**src/rtl/radix_digit_converter_top_defines.svh**
```systemverilog
// Assertion macros shared by the converter RTL.
// Each macro samples on clk and is disabled while arst_n is low.
`ifndef RADIX_DIGIT_CONVERTER_TOP_DEFINES_SVH
`define RADIX_DIGIT_CONVERTER_TOP_DEFINES_SVH

// The consequent must hold in the same cycle as the antecedent.
`define RDC_ASSERT_SAME(label, ante, cons) \
	label: assert property (@(posedge clk) disable iff (!arst_n) (ante) |-> (cons)) \
		else $error("radix converter assertion failed");

// The consequent must hold in the cycle after the antecedent.
`define RDC_ASSERT_NEXT(label, ante, cons) \
	label: assert property (@(posedge clk) disable iff (!arst_n) (ante) |=> (cons)) \
		else $error("radix converter assertion failed");

`endif

```
**src/rtl/rdc_pkg.sv**
```systemverilog
package rdc_pkg;

	localparam int VALUE_W    = 60;
	localparam int RES_W      = 31;
	localparam int BCD_DIGITS = 19;
	localparam int BCD_W      = 4 * BCD_DIGITS;
	localparam int EXP_W      = 6;

	localparam logic [RES_W-1:0] LIMIT = 31'h7FFF_FFFF;

	typedef logic [2:0] func_t;

	localparam func_t FN_BIN_DEC = 3'd0;
	localparam func_t FN_DEC_BIN = 3'd1;
	localparam func_t FN_OCT_DEC = 3'd2;
	localparam func_t FN_DEC_OCT = 3'd3;
	localparam func_t FN_BIN_OCT = 3'd4;
	localparam func_t FN_OCT_BIN = 3'd5;

endpackage

```
**src/rtl/radix_digit_converter_top.sv**
```systemverilog
// Radix converter between binary, octal and decimal, where binary and octal numbers are
// carried as integers whose decimal digits are the base digits. One item is worked on at a
// time and in_stall stays high until its result has moved into the output register. A mode
// that reads digits first splits the input into decimal digits with a bit-serial
// binary-to-BCD shifter, then weights one decimal digit per cycle. A mode that writes digits
// emits one base digit per cycle through the multiply-add-compare unit. Each mode ends early
// when the 2^31-1 limit is passed, and the done state hands the result over to the output
// register. Unused selectors go straight to the done state.
`include "radix_digit_converter_top_defines.svh"

module radix_digit_converter_top (
	input  logic                             clk,
	input  logic                             arst_n,
	input  logic                             in_valid,
	output logic                             in_stall,
	input  rdc_pkg::func_t                   func,
	input  logic [rdc_pkg::VALUE_W-1:0]      value,
	output logic                             out_valid,
	input  logic                             out_stall,
	output logic [rdc_pkg::RES_W-1:0]        converted,
	output logic                             overflow
);

	localparam logic [2:0] S_IDLE  = 3'd0;
	localparam logic [2:0] S_BCD   = 3'd1;
	localparam logic [2:0] S_READ  = 3'd2;
	localparam logic [2:0] S_WRITE = 3'd3;
	localparam logic [2:0] S_DONE  = 3'd4;

	logic [2:0]                       state_q;
	rdc_pkg::func_t                   func_q;
	logic [rdc_pkg::VALUE_W-1:0]      bin_q;
	logic [rdc_pkg::BCD_W-1:0]        bcd_q;
	logic [5:0]                       cnt_q;
	logic [rdc_pkg::EXP_W-1:0]        exp_q;
	logic [rdc_pkg::RES_W-1:0]        acc_q;
	logic [rdc_pkg::RES_W-1:0]        w_q;
	logic                             wbig_q;
	logic                             ovf_q;
	logic                             out_valid_q;
	logic [rdc_pkg::RES_W-1:0]        converted_q;
	logic                             overflow_q;

	logic                             in_accept;
	logic                             out_load;
	logic                             read_oct;
	logic                             write_bin;
	logic                             chain_mode;
	logic [rdc_pkg::BCD_W-1:0]        bcd_adj;
	logic [3:0]                       rd_digit;
	logic [34:0]                      rd_term;
	logic [35:0]                      rd_sum;
	logic                             rd_over;
	logic [2:0]                       wr_digit;
	logic [33:0]                      wr_prod;
	logic [34:0]                      wr_sum;
	logic [34:0]                      w_times10;
	logic                             wr_over;

	assign in_stall  = (state_q != S_IDLE);
	assign in_accept = in_valid && !in_stall;
	assign out_load  = (state_q == S_DONE) && (!out_valid_q || !out_stall);

	assign read_oct   = (func_q == rdc_pkg::FN_OCT_DEC) || (func_q == rdc_pkg::FN_OCT_BIN);
	assign write_bin  = (func_q == rdc_pkg::FN_DEC_BIN) || (func_q == rdc_pkg::FN_OCT_BIN);
	assign chain_mode = (func_q == rdc_pkg::FN_BIN_OCT) || (func_q == rdc_pkg::FN_OCT_BIN);

	// Add-3 correction on every BCD digit before the next binary bit shifts in.
	always_comb begin
		for (int i = 0; i < rdc_pkg::BCD_DIGITS; i++) begin
			if (bcd_q[4*i +: 4] >= 4'd5) begin
				bcd_adj[4*i +: 4] = bcd_q[4*i +: 4] + 4'd3;
			end else begin
				bcd_adj[4*i +: 4] = bcd_q[4*i +: 4];
			end
		end
	end

	// Reading: the weight is a power of two, so the digit is shifted into place.
	assign rd_digit = bcd_q[3:0];
	assign rd_term  = 35'(rd_digit) << exp_q;
	assign rd_sum   = 36'(acc_q) + 36'(rd_term);
	assign rd_over  = (rd_digit != 4'd0) &&
	                  ((exp_q >= 6'(rdc_pkg::RES_W)) || (rd_sum > 36'(rdc_pkg::LIMIT)));

	// Writing: the weight is a power of ten, kept until it passes the limit.
	assign wr_digit  = write_bin ? {2'b00, bin_q[0]} : bin_q[2:0];
	assign wr_prod   = 34'(wr_digit) * 34'(w_q);
	assign wr_sum    = 35'(acc_q) + 35'(wr_prod);
	assign w_times10 = {1'b0, w_q, 3'b000} + {3'b000, w_q, 1'b0};
	assign wr_over   = (wr_digit != 3'd0) && (wbig_q || (wr_sum > 35'(rdc_pkg::LIMIT)));

	always_ff @(posedge clk or negedge arst_n) begin
		if (!arst_n) begin
			state_q <= S_IDLE;
		end else begin
			unique case (state_q)
				S_IDLE: begin
					if (in_accept) begin
						if (func == rdc_pkg::FN_DEC_BIN || func == rdc_pkg::FN_DEC_OCT) begin
							state_q <= S_WRITE;
						end else if (func == rdc_pkg::FN_BIN_DEC || func == rdc_pkg::FN_OCT_DEC ||
						             func == rdc_pkg::FN_BIN_OCT || func == rdc_pkg::FN_OCT_BIN) begin
							state_q <= S_BCD;
						end else begin
							state_q <= S_DONE;
						end
					end
				end
				S_BCD: begin
					if (cnt_q == 6'(rdc_pkg::VALUE_W - 1)) begin
						state_q <= S_READ;
					end
				end
				S_READ: begin
					if (bcd_q == '0) begin
						state_q <= chain_mode ? S_WRITE : S_DONE;
					end else if (rd_over) begin
						state_q <= S_DONE;
					end
				end
				S_WRITE: begin
					if (bin_q == '0 || wr_over) begin
						state_q <= S_DONE;
					end
				end
				S_DONE: begin
					if (out_load) begin
						state_q <= S_IDLE;
					end
				end
				default: state_q <= S_IDLE;
			endcase
		end
	end

	always_ff @(posedge clk) begin
		case (state_q)
			S_IDLE: begin
				func_q <= func;
				bin_q  <= value;
				bcd_q  <= '0;
				cnt_q  <= '0;
				exp_q  <= '0;
				acc_q  <= '0;
				w_q    <= 31'd1;
				wbig_q <= 1'b0;
				ovf_q  <= 1'b0;
			end
			S_BCD: begin
				bcd_q <= {bcd_adj[rdc_pkg::BCD_W-2:0], bin_q[rdc_pkg::VALUE_W-1]};
				bin_q <= {bin_q[rdc_pkg::VALUE_W-2:0], 1'b0};
				cnt_q <= cnt_q + 6'd1;
			end
			S_READ: begin
				if (bcd_q == '0) begin
					// The plain integer becomes the number to write out.
					bin_q <= rdc_pkg::VALUE_W'(acc_q);
					if (chain_mode) begin
						acc_q <= '0;
					end
				end else if (rd_over) begin
					ovf_q <= 1'b1;
				end else begin
					acc_q <= rd_sum[rdc_pkg::RES_W-1:0];
					bcd_q <= bcd_q >> 4;
					exp_q <= exp_q + (read_oct ? 6'd3 : 6'd1);
				end
			end
			S_WRITE: begin
				if (bin_q != '0) begin
					if (wr_over) begin
						ovf_q <= 1'b1;
					end else begin
						acc_q <= wr_sum[rdc_pkg::RES_W-1:0];
						bin_q <= write_bin ? (bin_q >> 1) : (bin_q >> 3);
						if (!wbig_q) begin
							if (w_times10 > 35'(rdc_pkg::LIMIT)) begin
								wbig_q <= 1'b1;
							end else begin
								w_q <= w_times10[rdc_pkg::RES_W-1:0];
							end
						end
					end
				end
			end
			default: begin
			end
		endcase
	end

	always_ff @(posedge clk or negedge arst_n) begin
		if (!arst_n) begin
			out_valid_q <= 1'b0;
		end else if (out_load) begin
			out_valid_q <= 1'b1;
		end else if (!out_stall) begin
			out_valid_q <= 1'b0;
		end
	end

	always_ff @(posedge clk) begin
		if (out_load) begin
			converted_q <= ovf_q ? rdc_pkg::LIMIT : acc_q;
			overflow_q  <= ovf_q;
		end
	end

	assign out_valid = out_valid_q;
	assign converted = converted_q;
	assign overflow  = overflow_q;

	`RDC_ASSERT_SAME(a_ovf_saturates, out_valid && overflow, converted == rdc_pkg::LIMIT)

	`RDC_ASSERT_SAME(a_read_mode, state_q == S_READ || state_q == S_BCD,
		func_q == rdc_pkg::FN_BIN_DEC || func_q == rdc_pkg::FN_OCT_DEC ||
		func_q == rdc_pkg::FN_BIN_OCT || func_q == rdc_pkg::FN_OCT_BIN)

	`RDC_ASSERT_SAME(a_write_mode, state_q == S_WRITE,
		func_q == rdc_pkg::FN_DEC_BIN || func_q == rdc_pkg::FN_DEC_OCT ||
		func_q == rdc_pkg::FN_BIN_OCT || func_q == rdc_pkg::FN_OCT_BIN)

	`RDC_ASSERT_NEXT(a_busy_after_accept, in_accept, in_stall)

endmodule

```
**config.mk**
```make
export PLATFORM = sky130hd
export DESIGN_NAME = radix_digit_converter_top
export DESIGN_NICKNAME = d
export VERILOG_FILES = /design/src/rtl/rdc_pkg.sv /design/src/rtl/radix_digit_converter_top.sv
export VERILOG_INCLUDE_DIRS = /design/src /design/src/rtl
export SDC_FILE = /design/constraint.sdc
export NUM_CORES = 1
export LEC_CHECK = 0
export ABC_AREA = 0
export BUFFER_PORTS_ARGS = -buffer_cell sky130_fd_sc_hd__buf_4
export CAP_MARGIN = 20
export CORE_UTILIZATION = 60
export DETAILED_ROUTE_END_ITERATION = 7
export GPL_TIMING_DRIVEN = 0
export PLACE_DENSITY = 0.78
export SLEW_MARGIN = 20
export SYNTH_ARGS = -nofsm -noshare
export SYNTH_HDL_FRONTEND = slang
export SYNTH_SLANG_ARGS = --single-unit
```
**constraint.sdc**
```tcl
create_clock -name clk -period 13.2 [get_ports clk]
set_input_delay 0.66 -clock clk [delete_from_list [all_inputs] [get_ports clk]]
set_output_delay 0.66 -clock clk [all_outputs]
set_load 0.05 [all_outputs]
```
==> Word-level counts from Yosys, hierarchy flattened <==
Cells that the tools add are included.
{ "classes": {"add_sub_neg": 24, "shift": 1, "n_lt_le_gt_ge": 23, "n_eq_ne": 31, "n_mux": 66, "mul": 1, "n_reduce_logical": 40} }
{ "op_table": {"columns": ["op", "count"], "rows": [
  ["$mux W31", 9],
  ["$pmux W60 S4", 1],
  ["$pmux W76 S3", 1],
  ["$mux W60", 3],
  ["$mux W76", 2],
  ["$pmux W31 S3", 1],
  ["$ge A4 B3 Y1 const B", 19],
  ["$logic_not A76 Y1", 1],
  ["$add A4 B2 Y4 const B", 18],
  ["$mux W4", 18],
  ["$gt A35 B31 Y1 const B", 2],
  ["$pmux W31 S2", 1],
  ["$logic_not A60 Y1", 1],
  ["$reduce_bool A60 Y1", 1],
  ["$mux W59", 1],
  ["$add A31 B35 Y36", 1],
  ["$gt A36 B31 Y1 const B", 1],
  ["$add A31 B34 Y35", 1],
  ["$add A34 B32 Y35", 1],
  ["$shl A4 B6 Y35", 1],
  ["$mul A3 B31 Y34", 1],
  ["$mux W3", 11],
  ["$ne A2 B2 Y1 const B", 13],
  ["$pmux W6 S2", 2],
  ["other kinds (26)", 75]
]} }
{ "totals": {"ff_bits": 251, "wordCells": 199} }

==> Longest topological paths before layout <==
{ "depth": {"ltp_word": 11, "ltp_mapped": 21} }

==> Worst setup path after synthesis <==
OpenSTA, ideal clock, no wires.
{ "synth_timing": {"path_kind": "reg-to-reg", "from": "reg exp_q[2] in the netlist's numbering", "to": "reg bcd_q[0] in the netlist's numbering (enable)", "period_less_slack_ps": 9408, "path_stages_with_launch": 17, "n_path_buf": 2, "required_ps": 12585, "setup_slack_ps": 3792, "arrival_time_ps": 8793, "path_cell_list": "edfxtp_1 > clkbuf_1 > buf_1 > nor2_1 > a21oi_1 > nor2_1 > ha_1 > and2_4 > a31oi_1 > o21ai_1 > a21o_1 > a21o_1 > or3b_1 > and3_4 > a2111oi_4 > nand2_2 > o21ai_0"} }
{ "synth_via": {"elab_chain_len": 7} }
{ "synth_rtl": {"columns": ["element", "line", "source"], "rows": [
  ["start, declared", "radix_digit_converter_top.sv:35", "logic [rdc_pkg::EXP_W-1:0] exp_q;"],
  ["start signal, assigned", "radix_digit_converter_top.sv:167", "exp_q <= exp_q + (read_oct ? 6'd3 : 6'd1);"],
  ["$shl A4 B6 Y35", "radix_digit_converter_top.sv:81", "assign rd_term = 35'(rd_digit) << exp_q;"],
  ["$add A31 B35 Y36", "radix_digit_converter_top.sv:82", "assign rd_sum = 36'(acc_q) + 36'(rd_term);"],
  ["$gt A36 B31 Y1", "radix_digit_converter_top.sv:84", "((exp_q >= 6'(rdc_pkg::RES_W)) || (rd_sum > 36'(rdc_pkg::LIMIT)));"],
  ["$logic_or A1 B1 Y1 *", "radix_digit_converter_top.sv:84", null],
  ["$logic_and A1 B1 Y1 *", "radix_digit_converter_top.sv:83", "assign rd_over = (rd_digit != 4'd0) &&"],
  ["$ne A2 B2 Y1 (no source line) *", null, null],
  ["$reduce_and A3 Y1 (no source line) *", null, null],
  ["end signal, assigned", "radix_digit_converter_top.sv:151", "bcd_q <= {bcd_adj[rdc_pkg::BCD_W-2:0], bin_q[rdc_pkg::VALUE_W-1]};"],
  ["end signal, assigned", "radix_digit_converter_top.sv:166", "bcd_q <= bcd_q >> 4;"],
  ["end, declared", "radix_digit_converter_top.sv:33", "logic [rdc_pkg::BCD_W-1:0] bcd_q;"]
]} }
Mark *: on every way between the ends. The rest lies on a longest branch, timed or not.
A chain may end at the register's enable or synchronous reset.

==> Worst setup path in the final report <==
{ "layout_timing": {"from": "reg func_q[0]", "to": "reg bin_q[14] in the netlist's numbering (enable)"} }
{ "layout_via": {"elab_chain_len": 10} }
{ "layout_rtl": {"columns": ["element", "line", "source"], "rows": [
  ["start, declared", "radix_digit_converter_top.sv:31", "rdc_pkg::func_t func_q;"],
  ["start signal, assigned", "radix_digit_converter_top.sv:140", "func_q <= func;"],
  ["$eq A3 B1 Y1 or $eq A3 B3 Y1 (tied branches)", "radix_digit_converter_top.sv:65", "assign write_bin = (func_q == rdc_pkg::FN_DEC_BIN) || (func_q == rdc_pkg::FN_OCT_BIN);"],
  ["$logic_or A1 B1 Y1 *", "radix_digit_converter_top.sv:65", null],
  ["$mux W3 *", "radix_digit_converter_top.sv:87", "assign wr_digit = write_bin ? {2'b00, bin_q[0]} : bin_q[2:0];"],
  ["$mul A3 B31 Y34", "radix_digit_converter_top.sv:88", "assign wr_prod = 34'(wr_digit) * 34'(w_q);"],
  ["$add A31 B34 Y35", "radix_digit_converter_top.sv:89", "assign wr_sum = 35'(acc_q) + 35'(wr_prod);"],
  ["$gt A35 B31 Y1", "radix_digit_converter_top.sv:91", "assign wr_over = (wr_digit != 3'd0) && (wbig_q || (wr_sum > 35'(rdc_pkg::LIMIT)));"],
  ["$logic_or A1 B1 Y1", "radix_digit_converter_top.sv:91", null],
  ["$logic_and A1 B1 Y1 *", "radix_digit_converter_top.sv:91", null],
  ["$ne A2 B2 Y1 (no source line) *", null, null],
  ["$reduce_and A4 Y1 (no source line) *", null, null],
  ["end signal, assigned", "radix_digit_converter_top.sv:141", "bin_q <= value;"],
  ["end signal, assigned", "radix_digit_converter_top.sv:152", "bin_q <= {bin_q[rdc_pkg::VALUE_W-2:0], 1'b0};"],
  ["end signal, assigned", "radix_digit_converter_top.sv:158", "bin_q <= rdc_pkg::VALUE_W'(acc_q);"],
  ["end, declared", "radix_digit_converter_top.sv:32", "logic [rdc_pkg::VALUE_W-1:0] bin_q;"]
]} }
Marks and branches as above.

==> impl_metrics.csv <==
group,metric,value,unit
hold_path,hold_class,"primary input to register",
timing,fmaxAchievable,132,MHz
critical_path,cpMostUsedCell,"clkbuf_1",
routing,wl,67500,microns
routing,vias,19700,
critical_path,cp.arrival,7860,ps
critical_path,worstPathCellList,"nand2b_1 -> clkbuf_1 -> clkbuf_1 -> and2_1 -> clkbuf_1 -> nand2_1 -> fa_1 -> inv_1 -> fa_1 -> ha_1 -> a211oi_1 -> o21bai_1 -> o21a_1 -> o2111ai_1 -> a31oi_1 -> or4_1 -> a211o_2 -> a21oi_1 -> nor2_1 -> nor3_2 -> buf_4 -> buf_4",
status,outcome,"completed",
critical_path,ff2ff_setup_slack,5620,ps
clock_tree,cts_setup_buffers,0,
clock_tree,cts_root_buf,"clkbuf_16",
timing,final-setup-viol-count,0,
place,pre_cts_slack,5850,ps
critical_path,start_kind,"register",
flow_run,cap_violations,0,
critical_path,crit_path_top_delay_cell,"clkbuf_1",
floorplan,num_rows,68,
floorplan,core_area,34600,sq um
finish,final_nets,2813,
hold_path,min-delay-start,"func[0]",
clock_tree,insertion_delay,580,ps
critical_path,r2r-end,"bin_q[14]",
hold_path,whs_path_depth,1,
grt,grt_antenna_before_repair,1,
clock_tree,clk_pin_slew,60,ps
floorplan,fp.dieH,190,microns
finish,fin_util,68.6,%
finish,syn_to_final_growth,12.3,%
synthesis,async_flop_share,1.59,%
grt,grt_pass1_wl,104000,microns
place,dp_cells,2951,
synthesis,yosysWarningCount,0,
timing,final-hold-violation-count,0,
synthesis,netlist_area,21100,sq um
critical_path,timing.rr.start,"func_q[0]",
grt,grt_pass1_vias,18600,
critical_path,reg2reg_depth,22,
place,place_hpwl,51500,microns
finish,instances_no_fill,3006,
timing,fin_tns_setup,0,ps
critical_path,worst_path_largest_cell_delay,620,ps
routing,drtAntennaViolNets,0,
timing,finalCritPeriodShare,57.4,%
clock_tree,cts_buffers,29,
place,port_buffers,100,
routing,viasPerCell,6.56,
grt,grt_max_degree,26,
routing,route.detailed.drc,0,
clock_tree,tritoncts,"built",
floorplan,io_pins,101,
timing,worst_pin_slew,1030,ps
timing,rsz0062_at_grt,"no",
synthesis,avgSynthCellArea,8.88,sq um
routing,dr.first_iter.drc_count,2264,
synthesis,synth_fp_nets,2667,
timing,min_period,7580,ps
floorplan,start_util,61.1,%
finish,drive_above_1_share,8.43,%
place,gp_congestion,1.04,
floorplan,die_width,190,microns
synthesis,yosys_most_used_dff,"edfxtp_1",
grt,grt_use_total,37.2,%
synthesis,syn-instance-count,2382,
critical_path,critPathKind,"register to register",
clock_tree,ctsHtreeMaxLevel,1,
critical_path,crit_fanout,10,
timing,fin_skew,27.2,ps
synthesis,yosys.cell_types.count,82,
hold_path,whs_endpoint,"func_q[0]",
grt,grt-ovfl-total,0,
timing,relSlewSlack,31.2,%
critical_path,worstPathRequired,13480,ps
synthesis,synth_edf_count,247,
clock_tree,clockBufferDepth,3,
routing,firstDrtPassIters,6,
critical_path,end_kind,"register",
synthesis,yosysSeqAreaShare,35.6,%
floorplan,die_area,36000,sq um
timing,finalMaxSlewViolations,0,
clock_tree,cts.sinks,251,
timing,fin_ws,5620,ps
routing,wl_per_cell,22.5,microns
finish,num-fill-cells,2784,
synthesis,ys_ff_latch,251,
## how the worst max path moves through the flow
stage / start / to / depth (start not counted)
finish: func_q[0] / bin_q[14] / 22
global route: func_q[0] / bin_q[14] / 22
CTS: func_q[0] / bin_q[14] / 22
detailed placement: func_q[0] / bin_q[1] / 22
global placement: func_q[0] / bin_q[5] / 20
floorplan: exp_q[2] / bcd_q[0] / 16
## registers in the layout (all words and copies together), names as in the netlist
name	count
bcd_q	76
bin_q	60
acc_q	31
converted	31
w_q	31
cnt_q	6
exp_q	6
func_q	3
state_q	3
out_valid	1
overflow	1
ovf_q	1
wbig_q	1
## cell usage in the layout, fill, tap and decap left out, types with 9 or more instances in the layout
cell type | synthesis | layout
a21oi_1 | 263 | 261
inv_1 | 172 | 172
nand3_1 | 54 | 54
nand4_1 | 16 | 16
nor4_1 | 25 | 25
or2_2 | 35 | 35
o21bai_1 | 9 | 9
nand2b_1 | 33 | 33
and3_1 | 71 | 71
fa_1 | 62 | 62
buf_1 | 13 | 13
nor2_1 | 133 | 133
a211oi_1 | 10 | 10
a21o_1 | 48 | 48
xnor2_1 | 59 | 59
o22a_1 | 31 | 31
xor2_1 | 54 | 54
nor2b_1 | 48 | 48
and2_1 | 38 | 38
clkbuf_1 | 103 | 108
mux2i_1 | 9 | 9
edfxtp_1 | 247 | 247
a31oi_1 | 13 | 13
buf_4 | 0 | 107
o21ai_0 | 157 | 156
nor3_1 | 37 | 36
nor3b_1 | 29 | 29
o21a_1 | 11 | 11
o22ai_1 | 83 | 83
o211ai_1 | 11 | 11
nand2_1 | 247 | 247
clkbuf_16 | 0 | 29
ha_1 | 156 | 156
o32ai_1 | 10 | 10
## routing by layer
layer	vias to the layer above	wire [microns]	GRT usage (%)	share of wire [%]
met3	159	7320	7.91	11
met1	9532	27300	51.2	40
met5	-	0	0	0
met2	1129	30200	57.4	45
met4	0	2780	14.6	4.1
li1	8891	-	-	-
## area by class of cell
type,instances,area [sq um],area share (%)
multi-input cells,1840,12600,53.0
diodes,1,2.50,0.0105
flip-flops and latches,251,7520,31.7
clock buffers,34,744,3.14
plain buffers,118,445,1.88
inverters,173,649,2.74
repair buffers,115,973,4.10
well taps,455,569,2.40
clock inverters,19,253,1.06
## metrics by stage
| step | instance area, sq um | hold WS, ps |
|---|---|---|
| floorplan | 21100 | 364 |
| global placement | 22500 | 460 |
| detailed placement | 22700 | 462 |
| CTS | 23700 | 282 |
| global route | 23700 | 280 |
| finish | 23700 | 303 |
## worst max-delay path, delay by kind of cell, from the launching register on
family / cells / cell delay [ps]
compound gates: 7 / 1970
flops: 1 / 420
buf+inv: 6 / 2120
simple gates: 6 / 1350
fa+ha+maj: 3 / 1390
## cell usage after synthesis (33+ instances only)
cell type | n | area share (%)
or2_2 | 35 | 1.0
xnor2_1 | 59 | 2.4
fa_1 | 62 | 5.9
ha_1 | 156 | 9.2
and3_1 | 71 | 2.1
nor2_1 | 133 | 2.4
nand3_1 | 54 | 1.3
inv_1 | 172 | 3.1
a21o_1 | 48 | 1.7
nand2_1 | 247 | 4.4
nor3_1 | 37 | 0.88
and2_1 | 38 | 1.1
o21ai_0 | 157 | 3.7
nor2b_1 | 48 | 1.4
nand2b_1 | 33 | 0.98
a21oi_1 | 263 | 6.2
o22ai_1 | 83 | 2.5
edfxtp_1 | 247 | 35
xor2_1 | 54 | 2.2
clkbuf_1 | 103 | 1.8
## logic make-up after synthesis
logic type / synth area share, %
adders and majority gates: 15.1
AOI/OAI and AO/OA: 20.1
buffers and inverters: 5.18
muxes: 0.533
xor gates and xnor gates: 4.68
and+or+nand+nor: 18.8
DFF: 35.6
## what timing repair did
item,CTS,global route
hold buffers,1,0
hold endpoints to repair,4,0
gates resized for setup,0,0
Power is left out: the tool's default activity adds up to more than one toggle a clock period on the data nets, which glitch-free logic cannot reach.
